### config.mk
export PLATFORM = sky130hd
export DESIGN_NAME = dna_back
export DESIGN_NICKNAME = d
export VERILOG_FILES = /design/src/sv/dna_pkg.sv /design/src/sv/dna_back.sv
export SDC_FILE = /design/constraint.sdc
export NUM_CORES = 1
export LEC_CHECK = 0
export BUFFER_PORTS_ARGS = -buffer_cell sky130_fd_sc_hd__clkbuf_2
export CAP_MARGIN = 20
export CELL_PAD_IN_SITES_DETAIL_PLACEMENT = 1
export CELL_PAD_IN_SITES_GLOBAL_PLACEMENT = 2
export CORE_AREA = 2 2 215 217
export DETAILED_ROUTE_END_ITERATION = 16
export DIE_AREA = 0 0 217 219
export PLACE_DENSITY = 0.61
export SLEW_MARGIN = 10
export SYNTH_ARGS = -nofsm -noshare
export SYNTH_HDL_FRONTEND = slang
export SYNTH_SLANG_ARGS = --single-unit
### constraint.sdc
create_clock -name clk -period 3.7 [get_ports clk]
set_input_delay 0.37 -clock clk [delete_from_list [all_inputs] [get_ports clk]]
set_output_delay 0.37 -clock clk [all_outputs]
set_load 0.02 [all_outputs]
### src/sv/dna_pkg.sv
// ----------------------------------------------------------------------------
// dna_pkg
// Shared widths, codes and item types for the dual number ALU.
// ----------------------------------------------------------------------------
package dna_pkg;

  // Number format
  localparam int DW  = 32;          // data width
  localparam int FB  = 16;          // fraction bits
  localparam int DDW = 2 * DW;      // full product width
  localparam int RW  = 2 * DW + 1;  // widest signed intermediate
  localparam int NW  = DDW + FB;    // dividend magnitude width
  localparam int QB  = DW + 1;      // quotient bits, top bit flags overflow
  localparam int QIW = $clog2(QB);  // quotient bit index width
  localparam int CW  = DDW + QB;    // trial compare width

  localparam logic signed [RW-1:0] SAT_MAX = signed'(RW'({1'b0, {(DW-1){1'b1}}}));
  localparam logic signed [RW-1:0] SAT_MIN = -SAT_MAX - 1;

  typedef enum logic [1:0] {
    OP_ADD = 2'd0,
    OP_SUB = 2'd1,
    OP_MUL = 2'd2,
    OP_DIV = 2'd3
  } op_t;

  typedef enum logic [1:0] {
    ST_OK  = 2'd0,
    ST_DIV = 2'd1,
    ST_SAT = 2'd2
  } status_t;

  typedef struct packed {
    logic [1:0]           req_type;
    logic signed [DW-1:0] a_value;
    logic signed [DW-1:0] a_deriv;
    logic signed [DW-1:0] b_value;
    logic signed [DW-1:0] b_deriv;
  } in_item_t;

  typedef struct packed {
    logic signed [DW-1:0] res_value;
    logic signed [DW-1:0] res_deriv;
    status_t              status;
  } out_item_t;

  // One sign-magnitude division in flight
  typedef struct packed {
    logic           neg;
    logic [NW-1:0]  rem;
    logic [DDW-1:0] den;
    logic [QB-1:0]  quo;
  } div_lane_t;

  // Control and non-divide results that ride along the divider
  typedef struct packed {
    logic                 is_div;
    logic                 bad;
    logic signed [RW-1:0] rv;
    logic signed [RW-1:0] rd;
  } side_t;

endpackage

### src/sv/dna_back.sv
// ----------------------------------------------------------------------------
// dna_back
// Output stage: signs the quotients, saturates and sets the status.
// ----------------------------------------------------------------------------
module dna_back (
  input  logic                clk,
  input  logic                rst_n,
  input  logic                en,
  input  logic                in_vld,
  input  dna_pkg::div_lane_t  val_lane,
  input  dna_pkg::div_lane_t  der_lane,
  input  dna_pkg::side_t      side,
  output logic                out_valid,
  output dna_pkg::out_item_t  out_item
);
  import dna_pkg::*;

  localparam logic signed [DW-1:0] OUT_MAX = SAT_MAX[DW-1:0];
  localparam logic signed [DW-1:0] OUT_MIN = SAT_MIN[DW-1:0];

  logic                 out_valid_r;
  out_item_t            out_item_r, out_item_nxt;
  logic signed [RW-1:0] rv, rd;
  logic                 hi_v, lo_v, hi_d, lo_d;

  function automatic logic signed [RW-1:0] lane_sgn(input div_lane_t l);
    logic signed [RW-1:0] m;
    m = signed'(RW'(l.quo));
    return l.neg ? -m : m;
  endfunction

  // Pick the result and clamp it to the data range
  always_comb begin
    rv   = side.is_div ? lane_sgn(val_lane) : side.rv;
    rd   = side.is_div ? lane_sgn(der_lane) : side.rd;
    hi_v = rv > SAT_MAX;
    lo_v = rv < SAT_MIN;
    hi_d = rd > SAT_MAX;
    lo_d = rd < SAT_MIN;

    out_item_nxt.res_value = hi_v ? OUT_MAX : (lo_v ? OUT_MIN : DW'(rv));
    out_item_nxt.res_deriv = hi_d ? OUT_MAX : (lo_d ? OUT_MIN : DW'(rd));
    out_item_nxt.status    = (hi_v || lo_v || hi_d || lo_d) ? ST_SAT : ST_OK;
    if (side.bad) begin
      out_item_nxt.res_value = '0;
      out_item_nxt.res_deriv = '0;
      out_item_nxt.status    = ST_DIV;
    end
  end

  // Output register
  always_ff @(posedge clk) begin
    if (!rst_n) begin
      out_valid_r <= 1'b0;
    end else if (en) begin
      out_valid_r <= in_vld;
    end
  end

  always_ff @(posedge clk) begin
    if (en) begin
      out_item_r <= out_item_nxt;
    end
  end

  assign out_valid = out_valid_r;
  assign out_item  = out_item_r;

  a_div_zero: assert property (@(posedge clk) disable iff (!rst_n)
    out_valid_r && out_item_r.status == ST_DIV
    |-> out_item_r.res_value == '0 && out_item_r.res_deriv == '0)
    else $error("bad divisor item with nonzero result");

  a_sat_bound: assert property (@(posedge clk) disable iff (!rst_n)
    out_valid_r && out_item_r.status == ST_SAT
    |-> out_item_r.res_value == OUT_MAX || out_item_r.res_value == OUT_MIN ||
        out_item_r.res_deriv == OUT_MAX || out_item_r.res_deriv == OUT_MIN)
    else $error("saturation status without a clamped result");

  a_rise: assert property (@(posedge clk) disable iff (!rst_n)
    $rose(out_valid_r) |-> $past(in_vld))
    else $error("result appeared without an item behind it");

endmodule

==> flow_summary_export.csv, run 1 <==
group,metric,value,unit
detailed_routing,via_count,5817,
cts,cts_tree,"built",
cts,cts_made_buffers,9,
synthesis,netlist_area,0.00534,mm^2
cts,clk_latency,0.35,ns
cts,holdBufCountCts,0,
floorplan,dieHeight,219,um
global_routing,grt_pass1_wl,37400,um
cts,clk_pin_slew,0.06,ns
floorplan,rows,78,
worst_setup_path,arrival,3.60,ns
placed_design,gp_congestion,0.781,
global_routing,grt_pass1_vias,6067,
synthesis,syn-num-nets,1076,
finish,final_cell_count_no_fill,1487,
cts,cts_setup_buffers,0,
detailed_routing,first_pass_iters,6,
detailed_routing,vias_per_cell,3.91,
worst_setup_path,cpMaxStageDelayCell,"or4_1",
global_routing,grt-ovfl-total,0,
worst_setup_path,start_kind,"input port",
floorplan,die_area,0.0475,mm^2
global_routing,grtUsageMet2,17.1,%
worst_setup_path,critPathKind,"in2reg",
timing,fin_crit_sh,95.0,%
global_routing,grt_antenna_before_repair,11,
timing,period_minus_slack,3.51,ns
synthesis,yosys_warnings,0,
finish,finalNetCount,1369,
worst_setup_path,crit_cells,12,
synthesis,synth-async-reset-ratio,0,%
worst_setup_path,crit_buf_inv,2,
floorplan,start_util,11.8,%
timing,fin_setup_tns,0,ns
timing,finalHoldViolations,0,
timing,rsz0062_at_grt,"no",
timing,whs,0.238,ns
worst_setup_path,crit_path_max_fanout,31,
power_and_ir_drop,finalPower,0.00265,W
placed_design,dp_hpwl,21400,um
flow_run,maxCapViolations,0,
placed_design,dpl.cell_count,1462,
cts,cts_root_buf,"clkbuf_16",
placed_design,portBuffers,270,
worst_setup_path,cp_cell_sequence,"clkbuf_2 -> or3_1 -> or3_1 -> or4_1 -> nor4_4 -> ha_1 -> mux2i_2 -> a32oi_1 -> or3_1 -> o211ai_2 -> buf_12 -> o21ai_0",
global_routing,met1_usage,13.8,%
detailed_routing,remaining_drc_errors,0,
synthesis,synth-seq-area-share,37.5,%
hold_path,worstHoldPathType,"in2reg",
worst_setup_path,crit_path_frequent_cell,"or3_1",
synthesis,synth_edf_count,66,
worst_setup_path,ff2ff_path_depth,2,
finish,syn_to_final_growth,50.2,%
power_and_ir_drop,leakagePower,3.22,nW
detailed_routing,wl,26000,um
synthesis,synthFlopType,"edfxtp_1",
detailed_routing,drtIter0Drc,231,
timing,fmax,285,MHz
global_routing,grt_use_total,10.7,%
synthesis,synth_seq_cells,67,
timing,skew,0,ns
timing,setup_viol,0,
timing,maxSlewHeadroom,35.3,%
hold_path,min_path_cells,2,
detailed_routing,ant_nets,0,
global_routing,grt_max_degree,68,
worst_setup_path,cp_slowest_stage_delay,0.56,ns
worst_setup_path,worst_setup_path_end_kind,"register",
synthesis,ys_types,62,
floorplan,boundaryPins,559,
timing,tightest_slew,0.971,ns
global_routing,gr-usage-met3,2.45,%
status,outcome,"finished clean",
finish,drive_above_1_share,44.2,%
floorplan,core_area,0.0451,mm^2
timing,slew_violations,0,
synthesis,netlist_instances,580,
power_and_ir_drop,ir_worst_vdd,0.000139,V
cts,clock_sinks,67,
floorplan,die_w,217,um
worst_setup_path,crit_required,3.78,ns
power_and_ir_drop,p_per_area,331,mW/mm^2
cts,htree_levels,3,
synthesis,avgSynthCellArea,9.21,um^2
global_routing,top_usage_layer,"met2",
finish,post-route-util,17.8,%
detailed_routing,wl_per_cell,17.5,um
cts,clockBufferDepth,2,
worst_setup_path,critical-path-top-delay-family,"simple AND/OR/NAND/NOR gates",
[where the power goes]
part,internal (W),total (W),switching (W)
combinational,0.000292,0.000748,0.000456
sequential,0.000933,0.000956,0.0000226
clock,0.000560,0.000949,0.000389
total,0.00179,0.00265,0.000867
[synthesized netlist by cell type (13+ instances only)]
| master | instances | area (um^2) |
|---|---|---|
| nand2_1 | 45 | 169 |
| nor4_1 | 21 | 131 |
| nor2_1 | 40 | 150 |
| clkbuf_1 | 16 | 60.1 |
| xnor2_1 | 17 | 149 |
| edfxtp_1 | 66 | 1980 |
| xor2_1 | 42 | 368 |
| o31ai_1 | 18 | 135 |
| o21ai_2 | 30 | 263 |
| o21ai_0 | 57 | 285 |
| mux2i_1 | 24 | 240 |
| nand3_1 | 13 | 65.1 |
| nand4_1 | 16 | 100 |
| a21oi_1 | 25 | 125 |
[registers in the layout (all words and copies together), names as in the netlist]
name / cells
out_item: 66
out_valid: 1
[path summary, 6_finish.rpt]
kind / start / end / slack, ns
worst max-delay path: val_lane[18] / out_item[35]$_SDFFCE_PP0P_ / 0.19
worst min-delay path: rst_n / out_valid$_SDFFE_PN0P_ / 0.24
worst max register to register: out_valid$_SDFFE_PN0P_ / out_valid$_SDFFE_PN0P_ / 3.09
worst min register to register: out_valid$_SDFFE_PN0P_ / out_valid$_SDFFE_PN0P_ / 0.55
[cell type report]
type / instances / area (um^2)
Clock inverter: 5 / 61.3
Sequential cell: 67 / 2000
Clock buffer: 11 / 253
Inverter: 10 / 37.5
Timing Repair Buffer: 318 / 1770
Tap cell: 600 / 751
Fill cell: 5422 / 37100
Multi-Input combinational cell: 467 / 3130
Antenna cell: 9 / 22.5
[metal layers]
| metal | vias to the layer above | routed length (um) |
|---|---|---|
| li1 | 2832 | - |
| met1 | 2780 | 11800 |
| met2 | 169 | 12100 |
| met3 | 30 | 1480 |
| met4 | 6 | 608 |
| met5 | - | 40 |
[through the flow]
step | cell area (um^2) | setup slack [ns]
2_1_floorplan | 5340 | 0.262
3_3_place_gp | 7670 | -0.330
3_5_place_dp | 7670 | -0.330
4_1_cts | 7980 | 0.0703
5_1_grt | 8020 | 0.0106
6_report | 8030 | 0.186
[cell families after synthesis]
logic type | share of synthesized area [%]
AO/OA/AOI/OAI | 22.8
XOR/XNOR | 9.67
adder cells (fa/ha/maj) | 0.937
buffers and inverters | 4.36
flip-flops | 37.5
multiplexers | 4.50
AND/OR/NAND/NOR | 20.3
[cells in the final DEF, fill, tap and decap left out, drive strengths merged, types with 11 or more instances in the layout]
cell	count
a21oi	25
nor2	40
xnor2	17
nor3	13
nand3	14
o31ai	18
or3	11
edfxtp	66
mux2i	24
xor2	42
buf	50
nand4	16
nor4	22
nand2	45
o21ai	100
clkbuf	279
or4	14
[repair_timing]
item,CTS,global route
endpoints found under the setup margin,0,31
hold endpoints to repair,0,0
gates resized for setup,0,3
No activity file was read; power rests on OpenSTA's default activity.
==> inputs of run 2 (changes only) <==
--- a/config.mk
+++ b/config.mk
@@ -12,7 +12,7 @@
 export CORE_AREA = 2 2 215 217
 export DETAILED_ROUTE_END_ITERATION = 16
 export DIE_AREA = 0 0 217 219
-export PLACE_DENSITY = 0.61
+export PLACE_DENSITY = 0.64
 export SLEW_MARGIN = 10
 export SYNTH_ARGS = -nofsm -noshare
 export SYNTH_HDL_FRONTEND = slang
==> run 2 against run 1 <==
  * Register-to-register slack is essentially flat
  * Global-route usage grew 0.10 points
  * Maximum frequency shrank 0.26%
  * Critical path depth is the same
  * Sequential cell count is the same
  * Utilization grew 0.24 points
==> flow_summary_export.csv, run 2 (synthesis gave the netlist of run 1 again) <==
group,metric,value,unit
cts,clk_pin_slew,0.06,ns
worst_setup_path,worst_setup_path_end_kind,"register",
timing,tightest_slew,0.977,ns
global_routing,grt_antenna_before_repair,9,
detailed_routing,ant_nets,0,
global_routing,grt_pass1_wl,37900,um
finish,syn_to_final_growth,52.3,%
hold_path,worstHoldStart,"rst_n",
flow_run,maxCapViolations,0,
timing,maxSlewHeadroom,34.9,%
timing,slew_violations,0,
global_routing,grt-ovfl-total,0,
power_and_ir_drop,finalPower,0.00275,W
cts,clk_latency,0.35,ns
finish,n_fill_cell,5387,
global_routing,grt_pass1_vias,6137,
detailed_routing,drtIter0Drc,268,
timing,fmax,284,MHz
power_and_ir_drop,leakagePower,3.30,nW
detailed_routing,via_count,5835,
cts,cts_root_buf,"clkbuf_16",
timing,finalHoldViolations,0,
cts,htree_levels,3,
timing,period_minus_slack,3.52,ns
global_routing,grt_use_total,10.8,%
cts,clockBufferDepth,2,
floorplan,dieHeight,219,um
floorplan,die_area,0.0475,mm^2
placed_design,gp_congestion,0.779,
cts,cts_made_buffers,9,
cts,clock_sinks,67,
timing,fin_crit_sh,95.2,%
worst_setup_path,ff2ff_path_depth,2,
global_routing,grt_max_degree,68,
hold_path,hold_end,"out_valid$_SDFFE_PN0P_",
timing,rsz0062_at_grt,"no",
detailed_routing,remaining_drc_errors,0,
status,outcome,"finished clean",
power_and_ir_drop,p_per_area,338,mW/mm^2
power_and_ir_drop,ir_worst_vdd,0.000213,V
timing,fin_setup_tns,0,ns
worst_setup_path,reg2reg_setup_slack,3.10,ns
timing,setup_viol,0,
floorplan,rows,78,
timing,setup_slack,0.177,ns
cts,cts_tree,"built",
detailed_routing,vias_per_cell,3.90,
worst_setup_path,crit_path_max_fanout,13,
floorplan,start_util,11.8,%
timing,whs,0.243,ns
detailed_routing,first_pass_iters,4,
hold_path,worstHoldPathType,"in2reg",
finish,largest_reg_flops,66,
worst_setup_path,timing.rr.end,"out_valid$_SDFFE_PN0P_",
detailed_routing,wl,26200,um
detailed_routing,wl_per_cell,17.5,um
worst_setup_path,r2r_start,"out_valid$_SDFFE_PN0P_",
placed_design,pre_cts_ws,-0.355,ns
floorplan,die_w,217,um
finish,drive_above_1_share,45.0,%
worst_setup_path,critPathKind,"in2reg",
placed_design,portBuffers,270,
finish,finalNetCount,1380,
finish,final_cell_mix,"clkbuf_2 (268), edfxtp_1 (66), o21ai_0 (57), buf_4 (57), nand2_1 (45)",
floorplan,core_area,0.0451,mm^2
floorplan,boundaryPins,559,
worst_setup_path,arrival,3.58,ns
timing,skew,0,ns
worst_setup_path,start_kind,"input port",
hold_path,min_path_cells,2,
finish,layout.cells.most_common,"clkbuf_2",
worst_setup_path,crit_required,3.76,ns
placed_design,dp_hpwl,21900,um
[run 2: how the worst max path moves through the flow]
stage,start,to,slack [ns],cells past startpoint
2_1_floorplan,val_lane[18],out_item[53]$_SDFFCE_PP0P_,0.26,12
3_5_place_dp,val_lane[18],out_item[45]$_SDFFCE_PP0P_,-0.36,12
3_3_place_gp,val_lane[18],out_item[37]$_SDFFCE_PP0P_,-0.28,12
4_1_cts,val_lane[18],out_item[51]$_SDFFCE_PP0P_,0.04,12
5_1_grt,der_lane[1],out_item[27]$_SDFFCE_PP0P_,0.0005,16
6_report,val_lane[18],out_item[58]$_SDFFCE_PP0P_,0.18,12
[run 2: critical path: stages]
cell and delay (ns):
clkbuf_2 0.09, or3_1 0.37, or3_1 0.36, or4_1 0.53, nor4_2 0.28, ha_1 0.32, mux2i_1 0.18, a32oi_1 0.14
or3_4 0.39, o211ai_4 0.23, buf_12 0.16, o21ai_0 0.16
[run 2: where the power goes]
| group | switching (W) | internal [W] |
|---|---|---|
| combinational | 0.000459 | 0.000299 |
| clock | 0.000374 | 0.000657 |
| sequential | 0.0000257 | 0.000934 |
[run 2: per-stage QoR]
stage          utilization, %  std cells  area (um^2)
3_3_place_gp             17.2       1473         7740
2_1_floorplan               -        580         5340
4_1_cts                  17.9       1489         8080
6_report                 18.0       1495         8130
3_5_place_dp             17.2       1473         7740
5_1_grt                  18.0       1492         8130
[run 2: layer usage]
layer / global-route usage [%] / wire length [um] / up-vias
li1: - / - / 2844
met1: 14.0 / 12100 / 2775
met2: 17.2 / 11900 / 175
met3: 2.74 / 1450 / 35
met4: 4.29 / 742 / 6
met5: 0 / 43 / -
[run 2: timing repair]
action	in CTS	in global routing
hold buffers	0	0
setup endpoints to repair	0	51
setup buffers	0	0
resized for setup	0	6
[run 2: final cells by class]
cell class,instances,area [um^2],area share (%)
multi-input cells,467,3150,38.7
flip-flops and latches,67,2000,24.6
repair buffers,329,1840,22.6
well taps,600,751,9.23
clock buffers,9,225,2.77
clock inverters,7,116,1.43
inverters,10,37.5,0.462
diodes,6,15.0,0.185
==> inputs of run 3 (changes only) <==
--- a/config.mk
+++ b/config.mk
@@ -12,6 +12,7 @@
 export CORE_AREA = 2 2 215 217
 export DETAILED_ROUTE_END_ITERATION = 16
 export DIE_AREA = 0 0 217 219
+export MAX_ROUTING_LAYER = met4
 export PLACE_DENSITY = 0.64
 export SLEW_MARGIN = 10
 export SYNTH_ARGS = -nofsm -noshare
==> run 3 against run 2 <==
  * Clock power is essentially flat
  * Maximum frequency grew 0.66%
  * Utilization is essentially flat
  * First-iteration DRC count grew 3.4%
  * Critical path depth is the same
  * Worst setup slack gained 0.023 ns
  * Routed wire length shrank 0.13%
  * Combinational power is essentially flat
  * Critical path type unchanged
  * Highest routed layer is now met4
==> flow_summary_export.csv, run 3 (synthesis gave the netlist of run 1 again) <==
group,metric,value,unit
detailed_routing,via_count,5847,
timing,tightest_slew,1.00,ns
timing,setup_viol,0,
global_routing,grt_antenna_before_repair,9,
finish,syn_to_final_growth,52.4,%
detailed_routing,first_pass_iters,4,
timing,whs,0.244,ns
finish,post-route-util,18.1,%
timing,fin_setup_tns,0,ns
cts,holdBufCountCts,0,
worst_setup_path,arrival,3.56,ns
timing,slew_violations,0,
power_and_ir_drop,p_per_area,337,mW/mm^2
floorplan,die_w,217,um
detailed_routing,top_layer,"met4",
timing,fin_crit_sh,94.6,%
flow_run,maxCapViolations,0,
detailed_routing,vias_per_cell,3.90,
detailed_routing,wl_met2,11900,um
cts,clockBufferDepth,2,
finish,n_fill_cell,5392,
floorplan,core_area,0.0451,mm^2
detailed_routing,ant_nets,0,
detailed_routing,drtIter0Drc,277,
power_and_ir_drop,ir_worst_vdd,0.000212,V
detailed_routing,wl_per_cell,17.5,um
timing,period_minus_slack,3.50,ns
worst_setup_path,critPathKind,"in2reg",
global_routing,grt-ovfl-total,0,
timing,finalHoldViolations,0,
floorplan,dieHeight,219,um
cts,clk_pin_slew,0.06,ns
cts,ctsResizeCount,0,
status,outcome,"finished clean",
cts,cts_setup_buffers,0,
cts,cts_made_buffers,9,
floorplan,start_util,11.8,%
detailed_routing,route.met3.wl,1540,um
worst_setup_path,start_kind,"input port",
placed_design,pre_cts_ws,-0.355,ns
detailed_routing,wl,26200,um
timing,fmax,286,MHz
finish,largest_reg_flops,66,
power_and_ir_drop,leakagePower,3.30,nW
timing,rsz0062_at_grt,"no",
cts,clk_latency,0.35,ns
worst_setup_path,worst_setup_path_end_kind,"register",
timing,setup_slack,0.199,ns
placed_design,gp_congestion,0.790,
finish,finalNetCount,1380,
finish,layout.cells.most_common,"clkbuf_2",
finish,drive_above_1_share,45.0,%
floorplan,die_area,0.0475,mm^2
worst_setup_path,crit_path_max_fanout,13,
hold_path,worstHoldPathType,"in2reg",
detailed_routing,remaining_drc_errors,0,
cts,cts_root_buf,"clkbuf_16",
global_routing,grt_pass1_vias,6160,
finish,final_cell_mix,"clkbuf_2 (268), edfxtp_1 (66), o21ai_0 (57), buf_4 (57), nand2_1 (45)",
global_routing,grt_max_degree,68,
timing,skew,0,ns
floorplan,rows,78,
placed_design,portBuffers,270,
worst_setup_path,crit_required,3.76,ns
cts,htree_levels,3,
cts,cts_tree,"built",
global_routing,grt_pass1_wl,37900,um
cts,clock_sinks,67,
detailed_routing,m1WireLength,12000,um
global_routing,grt_use_total,11.1,%
timing,maxSlewHeadroom,33.1,%
floorplan,boundaryPins,559,
placed_design,dp_hpwl,21900,um
==> run 3: cell count changes in the layout (fill, tap and decap cells not counted), sizes merged <==
cell   before  now
diode       6    9
==> run 3: path summary, 6_finish.rpt <==
kind,start,endpoint,slack [ns],cells after the start
max reg2reg,out_valid$_SDFFE_PN0P_,out_valid$_SDFFE_PN0P_,3.10,2
min,rst_n,out_valid$_SDFFE_PN0P_,0.24,2
max,val_lane[18],out_item[58]$_SDFFCE_PP0P_,0.20,12
min reg2reg,out_valid$_SDFFE_PN0P_,out_valid$_SDFFE_PN0P_,0.53,2
==> run 3: power by group <==
| part | switching (W) | total (W) | leakage [nW] | internal (W) |
|---|---|---|---|---|
| Clock | 0.000371 | 0.00103 | 0.167 | 0.000657 |
| Sequential | 0.0000258 | 0.000960 | 0.649 | 0.000934 |
| Combinational | 0.000458 | 0.000757 | 2.48 | 0.000299 |
| Total | 0.000855 | 0.00275 | 3.30 | 0.00189 |
==> run 3: worst max-delay path, cell delays in order <==
cell	delay, ns
clkbuf_2	0.09
or3_1	0.37
or3_1	0.37
or4_1	0.53
nor4_2	0.28
ha_1	0.32
mux2i_1	0.17
a32oi_1	0.13
or3_4	0.39
o211ai_4	0.23
buf_12	0.16
o21ai_0	0.16
==> run 3: final cells by class <==
type	instances	area (um^2)	share of cell area [%]
Clock inverter	7	116	1.43
Timing Repair Buffer	329	1840	22.6
Sequential cell	67	2000	24.6
Antenna cell	9	22.5	0.277
Inverter	10	37.5	0.461
Tap cell	600	751	9.22
Clock buffer	9	225	2.77
Multi-Input combinational cell	467	3150	38.6
==> run 3: metrics by stage <==
stage          area (um^2)  cells  power, W
5_1_grt               8140   1498   0.00289
6_report              8140   1498   0.00275
3_3_place_gp          7740   1473   0.00173
2_1_floorplan         5340    580   0.00136
4_1_cts               8080   1489   0.00281
3_5_place_dp          7740   1473   0.00175
==> run 3: routing by layer <==
metal,GRT usage [%],vias up
met2,17.1,183
met4,4.47,0
met1,14.1,2781
met3,2.54,33
li1,-,2850
met5,-,-
